`src/rtl/mtg_pkg.sv`:
```
// Shared types and constants for the multi-tap gesture detector.
package mtg_pkg;

   // Touch event kinds.
   localparam logic [1:0] ACT_BEGAN  = 2'd0;
   localparam logic [1:0] ACT_MOVED  = 2'd1;
   localparam logic [1:0] ACT_ENDED  = 2'd2;
   localparam logic [1:0] ACT_CANCEL = 2'd3;

   // Configuration register indexes.
   localparam int unsigned CSR_INDEX_WIDTH = 3;
   localparam logic [CSR_INDEX_WIDTH-1:0] CSR_REQUIRED_TAPS      = 3'd0;
   localparam logic [CSR_INDEX_WIDTH-1:0] CSR_TAP_TIMEOUT_MS     = 3'd1;
   localparam logic [CSR_INDEX_WIDTH-1:0] CSR_TOUCH_TIMEOUT_MS   = 3'd2;
   localparam logic [CSR_INDEX_WIDTH-1:0] CSR_MAX_TAP_DISTANCE   = 3'd3;
   localparam logic [CSR_INDEX_WIDTH-1:0] CSR_MAX_TOUCH_DISTANCE = 3'd4;

   localparam int unsigned CSR_DATA_WIDTH = 16;

   // Register values after reset.
   localparam logic [3:0]  RST_REQUIRED_TAPS      = 4'd1;
   localparam logic [15:0] RST_TAP_TIMEOUT_MS     = 16'd750;
   localparam logic [15:0] RST_TOUCH_TIMEOUT_MS   = 16'd250;
   localparam logic [7:0]  RST_MAX_TAP_DISTANCE   = 8'd20;
   localparam logic [7:0]  RST_MAX_TOUCH_DISTANCE = 8'd10;

   typedef struct packed {
      logic [1:0]  action;
      logic [3:0]  touch_count;
      logic [31:0] time_ms;
      logic [11:0] pos_x;
      logic [11:0] pos_y;
   } mtg_req_type;

   typedef struct packed {
      logic        tap_detected;
      logic [11:0] tap_x;
      logic [11:0] tap_y;
   } mtg_rsp_type;

   typedef struct packed {
      logic [3:0]  required_taps;
      logic [15:0] tap_timeout_ms;
      logic [15:0] touch_timeout_ms;
      logic [7:0]  max_tap_distance;
      logic [7:0]  max_touch_distance;
   } mtg_cfg_type;

   typedef struct packed {
      logic        start_valid;
      logic [3:0]  tap_counter;
      logic [31:0] start_time;
      logic [11:0] start_x;
      logic [11:0] start_y;
   } mtg_state_type;

endpackage

```
`src/rtl/mtg_step.sv`:
```
// Combinational step of the tap recognizer: next sequence state and result for one event.
module mtg_step (
   input  mtg_pkg::mtg_cfg_type   cfg,
   input  mtg_pkg::mtg_state_type state,
   input  mtg_pkg::mtg_req_type   req,
   output mtg_pkg::mtg_state_type state_next,
   output mtg_pkg::mtg_rsp_type   rsp
);

   logic        is_ended;
   logic [15:0] time_limit;
   logic [7:0]  radius;
   logic [31:0] dt;
   logic        time_ok;
   logic [11:0] dx;
   logic [11:0] dy;
   logic [23:0] dx_sq;
   logic [23:0] dy_sq;
   logic [24:0] dist_sq;
   logic [15:0] radius_sq;
   logic        dist_ok;
   logic [3:0]  count_inc;

   // Began events are checked against the tap limits, ended events against the touch limits,
   // so one timer compare and one distance unit serve both.
   assign is_ended   = (req.action == mtg_pkg::ACT_ENDED);
   assign time_limit = is_ended ? cfg.touch_timeout_ms : cfg.tap_timeout_ms;
   assign radius     = is_ended ? cfg.max_touch_distance : cfg.max_tap_distance;

   // A negative wrapped time difference counts as within the limit.
   assign dt      = req.time_ms - state.start_time;
   assign time_ok = dt[31] || (dt < {16'd0, time_limit});

   assign dx = (req.pos_x >= state.start_x) ? (req.pos_x - state.start_x)
                                            : (state.start_x - req.pos_x);
   assign dy = (req.pos_y >= state.start_y) ? (req.pos_y - state.start_y)
                                            : (state.start_y - req.pos_y);
   assign dx_sq     = {12'd0, dx} * {12'd0, dx};
   assign dy_sq     = {12'd0, dy} * {12'd0, dy};
   assign dist_sq   = {1'b0, dx_sq} + {1'b0, dy_sq};
   assign radius_sq = {8'd0, radius} * {8'd0, radius};
   assign dist_ok   = dist_sq < {9'd0, radius_sq};

   assign count_inc = state.tap_counter + 4'd1;

   always_comb begin
      state_next = state;
      rsp        = '0;
      if ((req.touch_count > 4'd1) || (req.action == mtg_pkg::ACT_CANCEL)) begin
         state_next = '0;
      end else begin
         unique case (req.action) inside
            mtg_pkg::ACT_BEGAN: begin
               if ((state.tap_counter != 4'd0) && !(time_ok && dist_ok)) begin
                  state_next.tap_counter = 4'd0;
               end
               state_next.start_valid = 1'b1;
               state_next.start_time  = req.time_ms;
               state_next.start_x     = req.pos_x;
               state_next.start_y     = req.pos_y;
            end
            mtg_pkg::ACT_ENDED: begin
               if (state.start_valid && time_ok && dist_ok) begin
                  if (count_inc == cfg.required_taps) begin
                     state_next       = '0;
                     rsp.tap_detected = 1'b1;
                     rsp.tap_x        = req.pos_x;
                     rsp.tap_y        = req.pos_y;
                  end else begin
                     state_next.tap_counter = count_inc;
                     state_next.start_time  = req.time_ms;
                     state_next.start_x     = req.pos_x;
                     state_next.start_y     = req.pos_y;
                  end
               end
            end
            mtg_pkg::ACT_MOVED, mtg_pkg::ACT_CANCEL: begin
               state_next = state;
            end
            default: begin
               state_next = state;
            end
         endcase
      end
   end

endmodule

```
`src/rtl/multi_tap_gesture_detector_unit.sv`:
```
// Top level of the multi-tap gesture detector: handshakes, registers and configuration.
//
//   channel   direction   ports                                   one transaction
//   req       in          req_valid, req_ready, req_payload       one touch event
//   rsp       out         rsp_valid, rsp_ready, rsp_payload       one result per event
//   csr       in          csr_write_en, csr_index, csr_wdata      one register write
//
// Every event gives exactly one result: the event sits in the input register while the
// recognizer step works on it, and the outcome lands in the result register when the
// event moves on.
// A new event is taken in every cycle while results keep draining.
// The recognizer state is read and written in the same stage, so consecutive events see
// each other's updates with no forwarding.
// Reset is synchronous and active high; it empties both registers, loads the register
// defaults and clears the tap sequence. There is no clearing pass.
// When the result register is full and not taken, the event in the input register waits
// and req_ready drops in the same cycle.
module multi_tap_gesture_detector_unit (
   input  logic                                   clock,
   input  logic                                   reset,

   input  logic                                   req_valid,
   output logic                                   req_ready,
   input  mtg_pkg::mtg_req_type                   req_payload,

   output logic                                   rsp_valid,
   input  logic                                   rsp_ready,
   output mtg_pkg::mtg_rsp_type                   rsp_payload,

   input  logic                                   csr_write_en,
   input  logic [mtg_pkg::CSR_INDEX_WIDTH-1:0]    csr_index,
   input  logic [mtg_pkg::CSR_DATA_WIDTH-1:0]     csr_wdata
);

   // Input register holding the event under work.
   logic                  s1_valid_ff;
   mtg_pkg::mtg_req_type  s1_req_ff;

   // Result register.
   logic                  rsp_valid_ff;
   mtg_pkg::mtg_rsp_type  rsp_ff;
   mtg_pkg::mtg_rsp_type  rsp_in;

   // Tap sequence state and configuration registers.
   mtg_pkg::mtg_state_type state_ff;
   mtg_pkg::mtg_state_type state_in;
   mtg_pkg::mtg_cfg_type   cfg_ff;
   mtg_pkg::mtg_cfg_type   cfg_in;

   logic advance;

   // The event in the input register moves on whenever the result register is free
   // or is being emptied in this cycle.
   assign advance   = s1_valid_ff && (!rsp_valid_ff || rsp_ready);
   assign req_ready = !s1_valid_ff || advance;

   assign rsp_valid   = rsp_valid_ff;
   assign rsp_payload = rsp_ff;

   mtg_step u_step (
      .cfg        (cfg_ff),
      .state      (state_ff),
      .req        (s1_req_ff),
      .state_next (state_in),
      .rsp        (rsp_in)
   );

   // Register writes take the low bits of the write data; unknown indexes are ignored.
   always_comb begin
      cfg_in = cfg_ff;
      if (csr_write_en) begin
         unique case (csr_index)
            mtg_pkg::CSR_REQUIRED_TAPS:      cfg_in.required_taps      = csr_wdata[3:0];
            mtg_pkg::CSR_TAP_TIMEOUT_MS:     cfg_in.tap_timeout_ms     = csr_wdata[15:0];
            mtg_pkg::CSR_TOUCH_TIMEOUT_MS:   cfg_in.touch_timeout_ms   = csr_wdata[15:0];
            mtg_pkg::CSR_MAX_TAP_DISTANCE:   cfg_in.max_tap_distance   = csr_wdata[7:0];
            mtg_pkg::CSR_MAX_TOUCH_DISTANCE: cfg_in.max_touch_distance = csr_wdata[7:0];
            default:                         cfg_in = cfg_ff;
         endcase
      end
   end

   always_ff @(posedge clock) begin
      if (reset) begin
         s1_valid_ff                 <= 1'b0;
         rsp_valid_ff                <= 1'b0;
         state_ff                    <= '0;
         cfg_ff.required_taps        <= mtg_pkg::RST_REQUIRED_TAPS;
         cfg_ff.tap_timeout_ms       <= mtg_pkg::RST_TAP_TIMEOUT_MS;
         cfg_ff.touch_timeout_ms     <= mtg_pkg::RST_TOUCH_TIMEOUT_MS;
         cfg_ff.max_tap_distance     <= mtg_pkg::RST_MAX_TAP_DISTANCE;
         cfg_ff.max_touch_distance   <= mtg_pkg::RST_MAX_TOUCH_DISTANCE;
      end else begin
         cfg_ff <= cfg_in;
         if (req_ready) begin
            s1_valid_ff <= req_valid;
         end
         if (advance) begin
            state_ff     <= state_in;
            rsp_valid_ff <= 1'b1;
         end else if (rsp_ready) begin
            rsp_valid_ff <= 1'b0;
         end
      end
   end

   // Payload registers carry no reset.
   always_ff @(posedge clock) begin
      if (req_valid && req_ready) begin
         s1_req_ff <= req_payload;
      end
      if (advance) begin
         rsp_ff <= rsp_in;
      end
   end

endmodule

```
`config.mk`:
```
export PLATFORM = sky130hd
export DESIGN_NAME = multi_tap_gesture_detector_unit
export DESIGN_NICKNAME = d
export VERILOG_FILES = /design/src/rtl/mtg_pkg.sv /design/src/rtl/mtg_step.sv /design/src/rtl/multi_tap_gesture_detector_unit.sv
export SDC_FILE = /design/constraint.sdc
export NUM_CORES = 1
export LEC_CHECK = 0
export BUFFER_PORTS_ARGS = -buffer_cell sky130_fd_sc_hd__buf_2
export CAP_MARGIN = 20
export CORE_UTILIZATION = 30
export DETAILED_ROUTE_END_ITERATION = 8
export PLACE_DENSITY = 0.5
export SYNTH_ARGS = -nofsm -noshare
export SYNTH_HDL_FRONTEND = slang
export SYNTH_SLANG_ARGS = --single-unit
```
`constraint.sdc`:
```
create_clock -name clock -period 14.4 [get_ports clock]
set_clock_uncertainty 0.1 [all_clocks]
set_input_delay 0.72 -clock clock [delete_from_list [all_inputs] [get_ports clock]]
set_output_delay 0.72 -clock clock [all_outputs]
set_load 0.1 [all_outputs]
```
==> flow_summary.json, run 1 <==
{
  "die_y_microns": 275,
  "timing.fmax_mhz": 78.3,
  "cts_resized": 0,
  "drive_gt1_share_pct": 9.57,
  "grtUsageTotal_pct": 15.4,
  "start_util_pct": 30.5,
  "seq_area_frac_synth_pct": 21.8,
  "gp_congestion": 0.862,
  "drc_errors": 0,
  "cp_slowest_stage_delay_ns": 0.65,
  "syn_to_final_growth_pct": 10.5,
  "h-tree-depth": 1,
  "grt_remaining_overflow": 0,
  "viasPerCell": 4.82,
  "drt_iter0_drc": 894,
  "die-area_sq_mm": 0.0758,
  "finalCriticalPeriod_ns": 12.77,
  "wl_mm": 56.7,
  "cts_root_buffer": "clkbuf_16",
  "port_buffers": 111,
  "synthArstFlopShare_pct": 0,
  "core-area_sq_mm": 0.0735,
  "grt_max_degree": 81,
  "start_kind": "flip-flop",
  "cp_common_cell": "fa_1",
  "crit_required_ns": 14.74,
  "ys_warn_count": 0,
  "finalSetupViolCount": 0,
  "fillers": 7582,
  "synth_nets": 3131,
  "path_clk_slew_ns": 0.06,
  "drt_pass1_iterations": 5,
  "hold_viol_final": 0,
  "dp_hpwl_mm": 46.4,
  "final-seq-area_sq_mm": 0.00488,
  "route.vias.total": 17400,
  "diodes": 0,
  "synthesis.area_sq_mm": 0.0224,
  "whs_path_depth": 1,
  "numCtsBuffers": 22,
  "clockBufferDepth": 3,
  "rr_worst_depth": 43,
  "crit_arrival_ns": 13.11,
  "num_rows": 99,
  "rsz0062_at_grt": "false",
  "synth_top_area_share_pct": 20.7,
  "grt_pass1_vias": 18400,
  "slew_headroom_pct": 36.1,
  "ys_types": 78,
  "hold_buffers": 0,
  "maxCapViolCount": 0,
  "cts_setup_buffers": 0,
  "hold_path_class": "in -> reg",
  "synthTopCellsByCount": "inv_1, nand2_1, ha_1",
  "yosysMostFrequentCell": "inv_1",
  "tns_ns": 0,
  "synth-edff-count": 86,
  "dominantRegCellSynth": "dfxtp_1",
  "synth_seq_cells": 201,
  "clkSinkCount": 201,
  "critical_path.endpoint_type": "flip-flop",
  "path_max_fanout": 56,
  "wire_per_inst_microns": 15.7,
  "grt_pass1_wl_mm": 94.3,
  "antenna_left": 0,
  "synth_cells": 2570,
  "slowest_stage": "nor4_1",
  "tightest_slew_ns": 0.958,
  "synth.area.top_cells": "fa_1, ha_1, edfxtp_1",
  "crit_type": "reg -> reg",
  "ioPinCount": 113,
  "post-route-period-util_pct": 88.7,
  "die_x_microns": 275,
  "tritoncts": "yes",
  "grt_antenna_before_repair": 0,
  "avgSynthCellArea_sq_um": 8.72,
  "final_nets": 3209,
  "multi_input_area_sq_mm": 0.0154,
  "status": "complete, no violations",
  "slew_violations": 0,
  "clkLatencyLatePin_ns": 0.52,
  "synth_top_cell_by_area": "fa_1"
}
registers in the layout, summed over array words and instances, names as in the netlist:
register,count
s1_req_ff,61
s1_valid_ff,1
state_ff,61
rsp_valid,1
cfg_ff,52
rsp_payload,25
final timing paths:
path	from	end	slack [ns]
min	req_payload[49]	s1_req_ff[49]$_DFFE_PP_	0.27
max	s1_req_ff[0]$_DFFE_PP_	state_ff[3]$_SDFFE_PP0P_	1.63
max reg2reg	s1_req_ff[0]$_DFFE_PP_	state_ff[3]$_SDFFE_PP0P_	1.63
min reg2reg	cfg_ff[13]$_SDFFE_PP0P_	cfg_ff[13]$_SDFFE_PP0P_	0.35
area by class of cell:
class	count	share of cell area, %
Clock inverter	11	0.545
Sequential cell	201	19.7
Tap cell	959	4.84
Timing Repair Buffer	137	3.05
Clock buffer	29	2.45
Multi-Input combinational cell	1809	62.2
Inverter	477	7.22
cells in the final DEF, fill, tap and decap left out, types with 8 or more instances in the layout:
| cell | synthesis | layout |
|---|---|---|
| o21ai_0 | 54 | 54 |
| xnor2_1 | 43 | 43 |
| xor2_1 | 36 | 36 |
| or2_2 | 24 | 24 |
| o21bai_1 | 8 | 8 |
| buf_2 | 2 | 110 |
| nor4_1 | 28 | 28 |
| dfxtp_1 | 115 | 115 |
| o21a_1 | 16 | 16 |
| or3_1 | 13 | 13 |
| a31oi_1 | 9 | 9 |
| clkinv_1 | 6 | 9 |
| a211oi_1 | 13 | 12 |
| o211ai_2 | 40 | 40 |
| edfxtp_1 | 86 | 86 |
| inv_1 | 471 | 471 |
| nor3_1 | 27 | 27 |
| a21o_1 | 44 | 44 |
| buf_4 | 0 | 26 |
| a21oi_1 | 133 | 133 |
| nor2_1 | 220 | 220 |
| ha_1 | 243 | 243 |
| mux2i_1 | 41 | 41 |
| nor2b_1 | 9 | 9 |
| fa_1 | 232 | 232 |
| nand4_1 | 19 | 19 |
| clkbuf_16 | 0 | 23 |
| nand3_1 | 34 | 34 |
| nand2b_1 | 35 | 34 |
| o31ai_1 | 11 | 11 |
| nand2_1 | 332 | 332 |
| o211ai_1 | 31 | 31 |
cells by family after synthesis:
family / count (synthesis) / share of synthesized area, %
AND/OR/NAND/NOR: 779 / 15.5
adder cells (fa/ha/maj): 475 / 34.3
multiplexers: 48 / 2.18
XOR/XNOR: 79 / 3.09
buffers and inverters: 560 / 9.55
AO/OA/AOI/OAI: 428 / 13.7
flip-flops: 201 / 21.8
critical path, delay by kind of cell, from the launching register on:
family	cells	cell delay, ns
adder cells (fa/ha/maj)	11	4.81
flip-flops	1	0.39
AND/OR/NAND/NOR	8	2.37
multiplexers	1	0.25
buffers and inverters	8	1.20
AO/OA/AOI/OAI	13	2.68
XOR/XNOR	2	0.78
through the flow:
stage / utilization, % / area (sq um) / hold slack, ns / instances / setup slack, ns
floorplan: - / 22400 / 0.336 / 2570 / 3.45
global placement: 32.7 / 24000 / 0.341 / 3582 / 1.82
finish: 33.7 / 24800 / 0.270 / 3623 / 1.63
CTS: 33.7 / 24800 / 0.250 / 3623 / 1.56
global route: 33.7 / 24800 / 0.247 / 3623 / 0.646
detailed placement: 32.7 / 24000 / 0.346 / 3583 / 1.63
routing by layer:
metal	vias to the layer above	global-route usage, %	part of all wire [%]
met1	8554	19.1	44
met4	0	3.78	2.2
met2	269	28.3	51
li1	8566	-	-
met5	-	0	0
met3	58	1.38	3.2
Power of run 1 is not shown: default switching activity piles up to over one toggle a cycle in this logic, so the estimate is an artifact.
==> run 2: changes to the inputs <==
- CAP_MARGIN: 20 -> 30
- clock period: 14.4 -> 12 ns (I/O delays scaled with it)
==> flow_summary.json, run 2 (same netlist as run 1, synthesis figures left out) <==
{
  "hold_path_class": "in -> reg",
  "tightest_slew_ns": 0.922,
  "layout_common_cells": "inv_1, nand2_1, ha_1",
  "clkSinkCount": 201,
  "grtUsageTotal_pct": 15.6,
  "post-route-period-util_pct": 93.9,
  "reg2reg_to": "state_ff[56]$_SDFFE_PP0P_",
  "critical_path.endpoint_type": "flip-flop",
  "clkLatencyLatePin_ns": 0.53,
  "rsz0062_at_grt": "false",
  "whs_path_depth": 1,
  "crit_arrival_ns": 11.59,
  "tritoncts": "yes",
  "crit_type": "reg -> reg",
  "rr_startpoint": "s1_req_ff[12]$_DFFE_PP_",
  "diodes": 0,
  "critical-path-top-delay-family": "adder cells",
  "drt_iter0_drc": 783,
  "wire_per_inst_microns": 16.0,
  "die_y_microns": 275,
  "core-area_sq_mm": 0.0735,
  "path_max_fanout": 12,
  "status": "complete, no violations",
  "cts_root_buffer": "clkbuf_16",
  "ioPinCount": 113,
  "antenna_left": 0,
  "start_kind": "flip-flop",
  "largestRegisters": "s1_req_ff x61, state_ff x61, cfg_ff x52",
  "die_x_microns": 275,
  "tns_ns": 0,
  "crit_buf_inv": 8,
  "dp_hpwl_mm": 47.4,
  "route.vias.total": 17600,
  "final_nets": 3232,
  "die-area_sq_mm": 0.0758,
  "slowest_stage": "fa_1",
  "grt_pass1_vias": 18500,
  "slew_headroom_pct": 38.5,
  "holdPathEnd": "s1_req_ff[5]$_DFFE_PP_",
  "drive_gt1_share_pct": 10.8,
  "num_rows": 99,
  "r2r_slack_ns": 0.73,
  "drt_pass1_iterations": 5,
  "cp_common_cell": "fa_1",
  "timing.fmax_mhz": 88.7,
  "maxCapViolCount": 0,
  "crit_required_ns": 12.32,
  "finalCriticalPeriod_ns": 11.27,
  "grt_remaining_overflow": 0,
  "numCtsBuffers": 23,
  "slew_violations": 0,
  "finalSetupViolCount": 0,
  "wl_mm": 58.2,
  "grt_pass1_wl_mm": 95.0,
  "h-tree-depth": 1,
  "clockBufferDepth": 3,
  "gp_congestion": 0.851,
  "grt_antenna_before_repair": 0,
  "grt_max_degree": 71,
  "port_buffers": 111,
  "drc_errors": 0,
  "fillers": 7610,
  "syn_to_final_growth_pct": 11.8,
  "start_util_pct": 30.5,
  "viasPerCell": 4.82,
  "rr_worst_depth": 45,
  "hold_viol_final": 0,
  "path_clk_slew_ns": 0.06,
  "final_common_cell": "inv_1",
  "min_from": "req_payload[5]",
  "cp_slowest_stage_delay_ns": 0.57
}
==> run 2: layout make-up <==
cell class | instances | area (sq um) | area share [%]
Tap cell | 959 | 1200 | 4.79
Clock buffer | 27 | 591 | 2.36
Sequential cell | 201 | 4880 | 19.5
Inverter | 477 | 1790 | 7.14
Clock inverter | 14 | 159 | 0.634
Timing Repair Buffer | 159 | 972 | 3.88
Multi-Input combinational cell | 1809 | 15500 | 61.7
==> run 2: stage by stage <==
stage               utilization [%]  worst slack (ns)  hold WS (ns)  cells  cell area [sq um]
global placement               33.0             0.563         0.343   3601              24200
CTS                            34.0             0.394         0.122   3643              25000
floorplan                         -              1.05         0.336   2570              22400
global route                   34.1           0.00178         0.123   3646              25100
finish                         34.1             0.729         0.149   3646              25100
detailed placement             33.0             0.485         0.347   3602              24200
==> run 2: repair_timing <==
action | CTS | global route
gates resized for setup | 0 | 13
hold endpoints to repair | 0 | 0
hold buffers | 0 | 0
setup buffers | 0 | 3
endpoints found under the setup margin | 0 | 86
==> run 2: how the worst max path moves through the flow <==
stage                                  from                        end  cells past startpoint
floorplan           s1_req_ff[12]$_DFFE_PP_   state_ff[0]$_SDFFE_PP0P_                     47
global placement     s1_req_ff[0]$_DFFE_PP_  state_ff[57]$_SDFFE_PP0P_                     41
detailed placement  s1_req_ff[12]$_DFFE_PP_  state_ff[56]$_SDFFE_PP0P_                     45
CTS                 s1_req_ff[12]$_DFFE_PP_  state_ff[59]$_SDFFE_PP0P_                     45
global route        s1_req_ff[12]$_DFFE_PP_  state_ff[56]$_SDFFE_PP0P_                     47
finish              s1_req_ff[12]$_DFFE_PP_  state_ff[56]$_SDFFE_PP0P_                     45
==> run 2: per-layer routing <==
layer  global-route usage [%]  vias up  routed length (microns)
met5                        0        -                        0
met1                     19.4     8600                    25500
met3                     1.12       58                     1730
li1                         -     8631                        -
met2                     29.0      268                    29800
met4                     3.27        0                     1130
Power of run 2 is left out for the same reason.
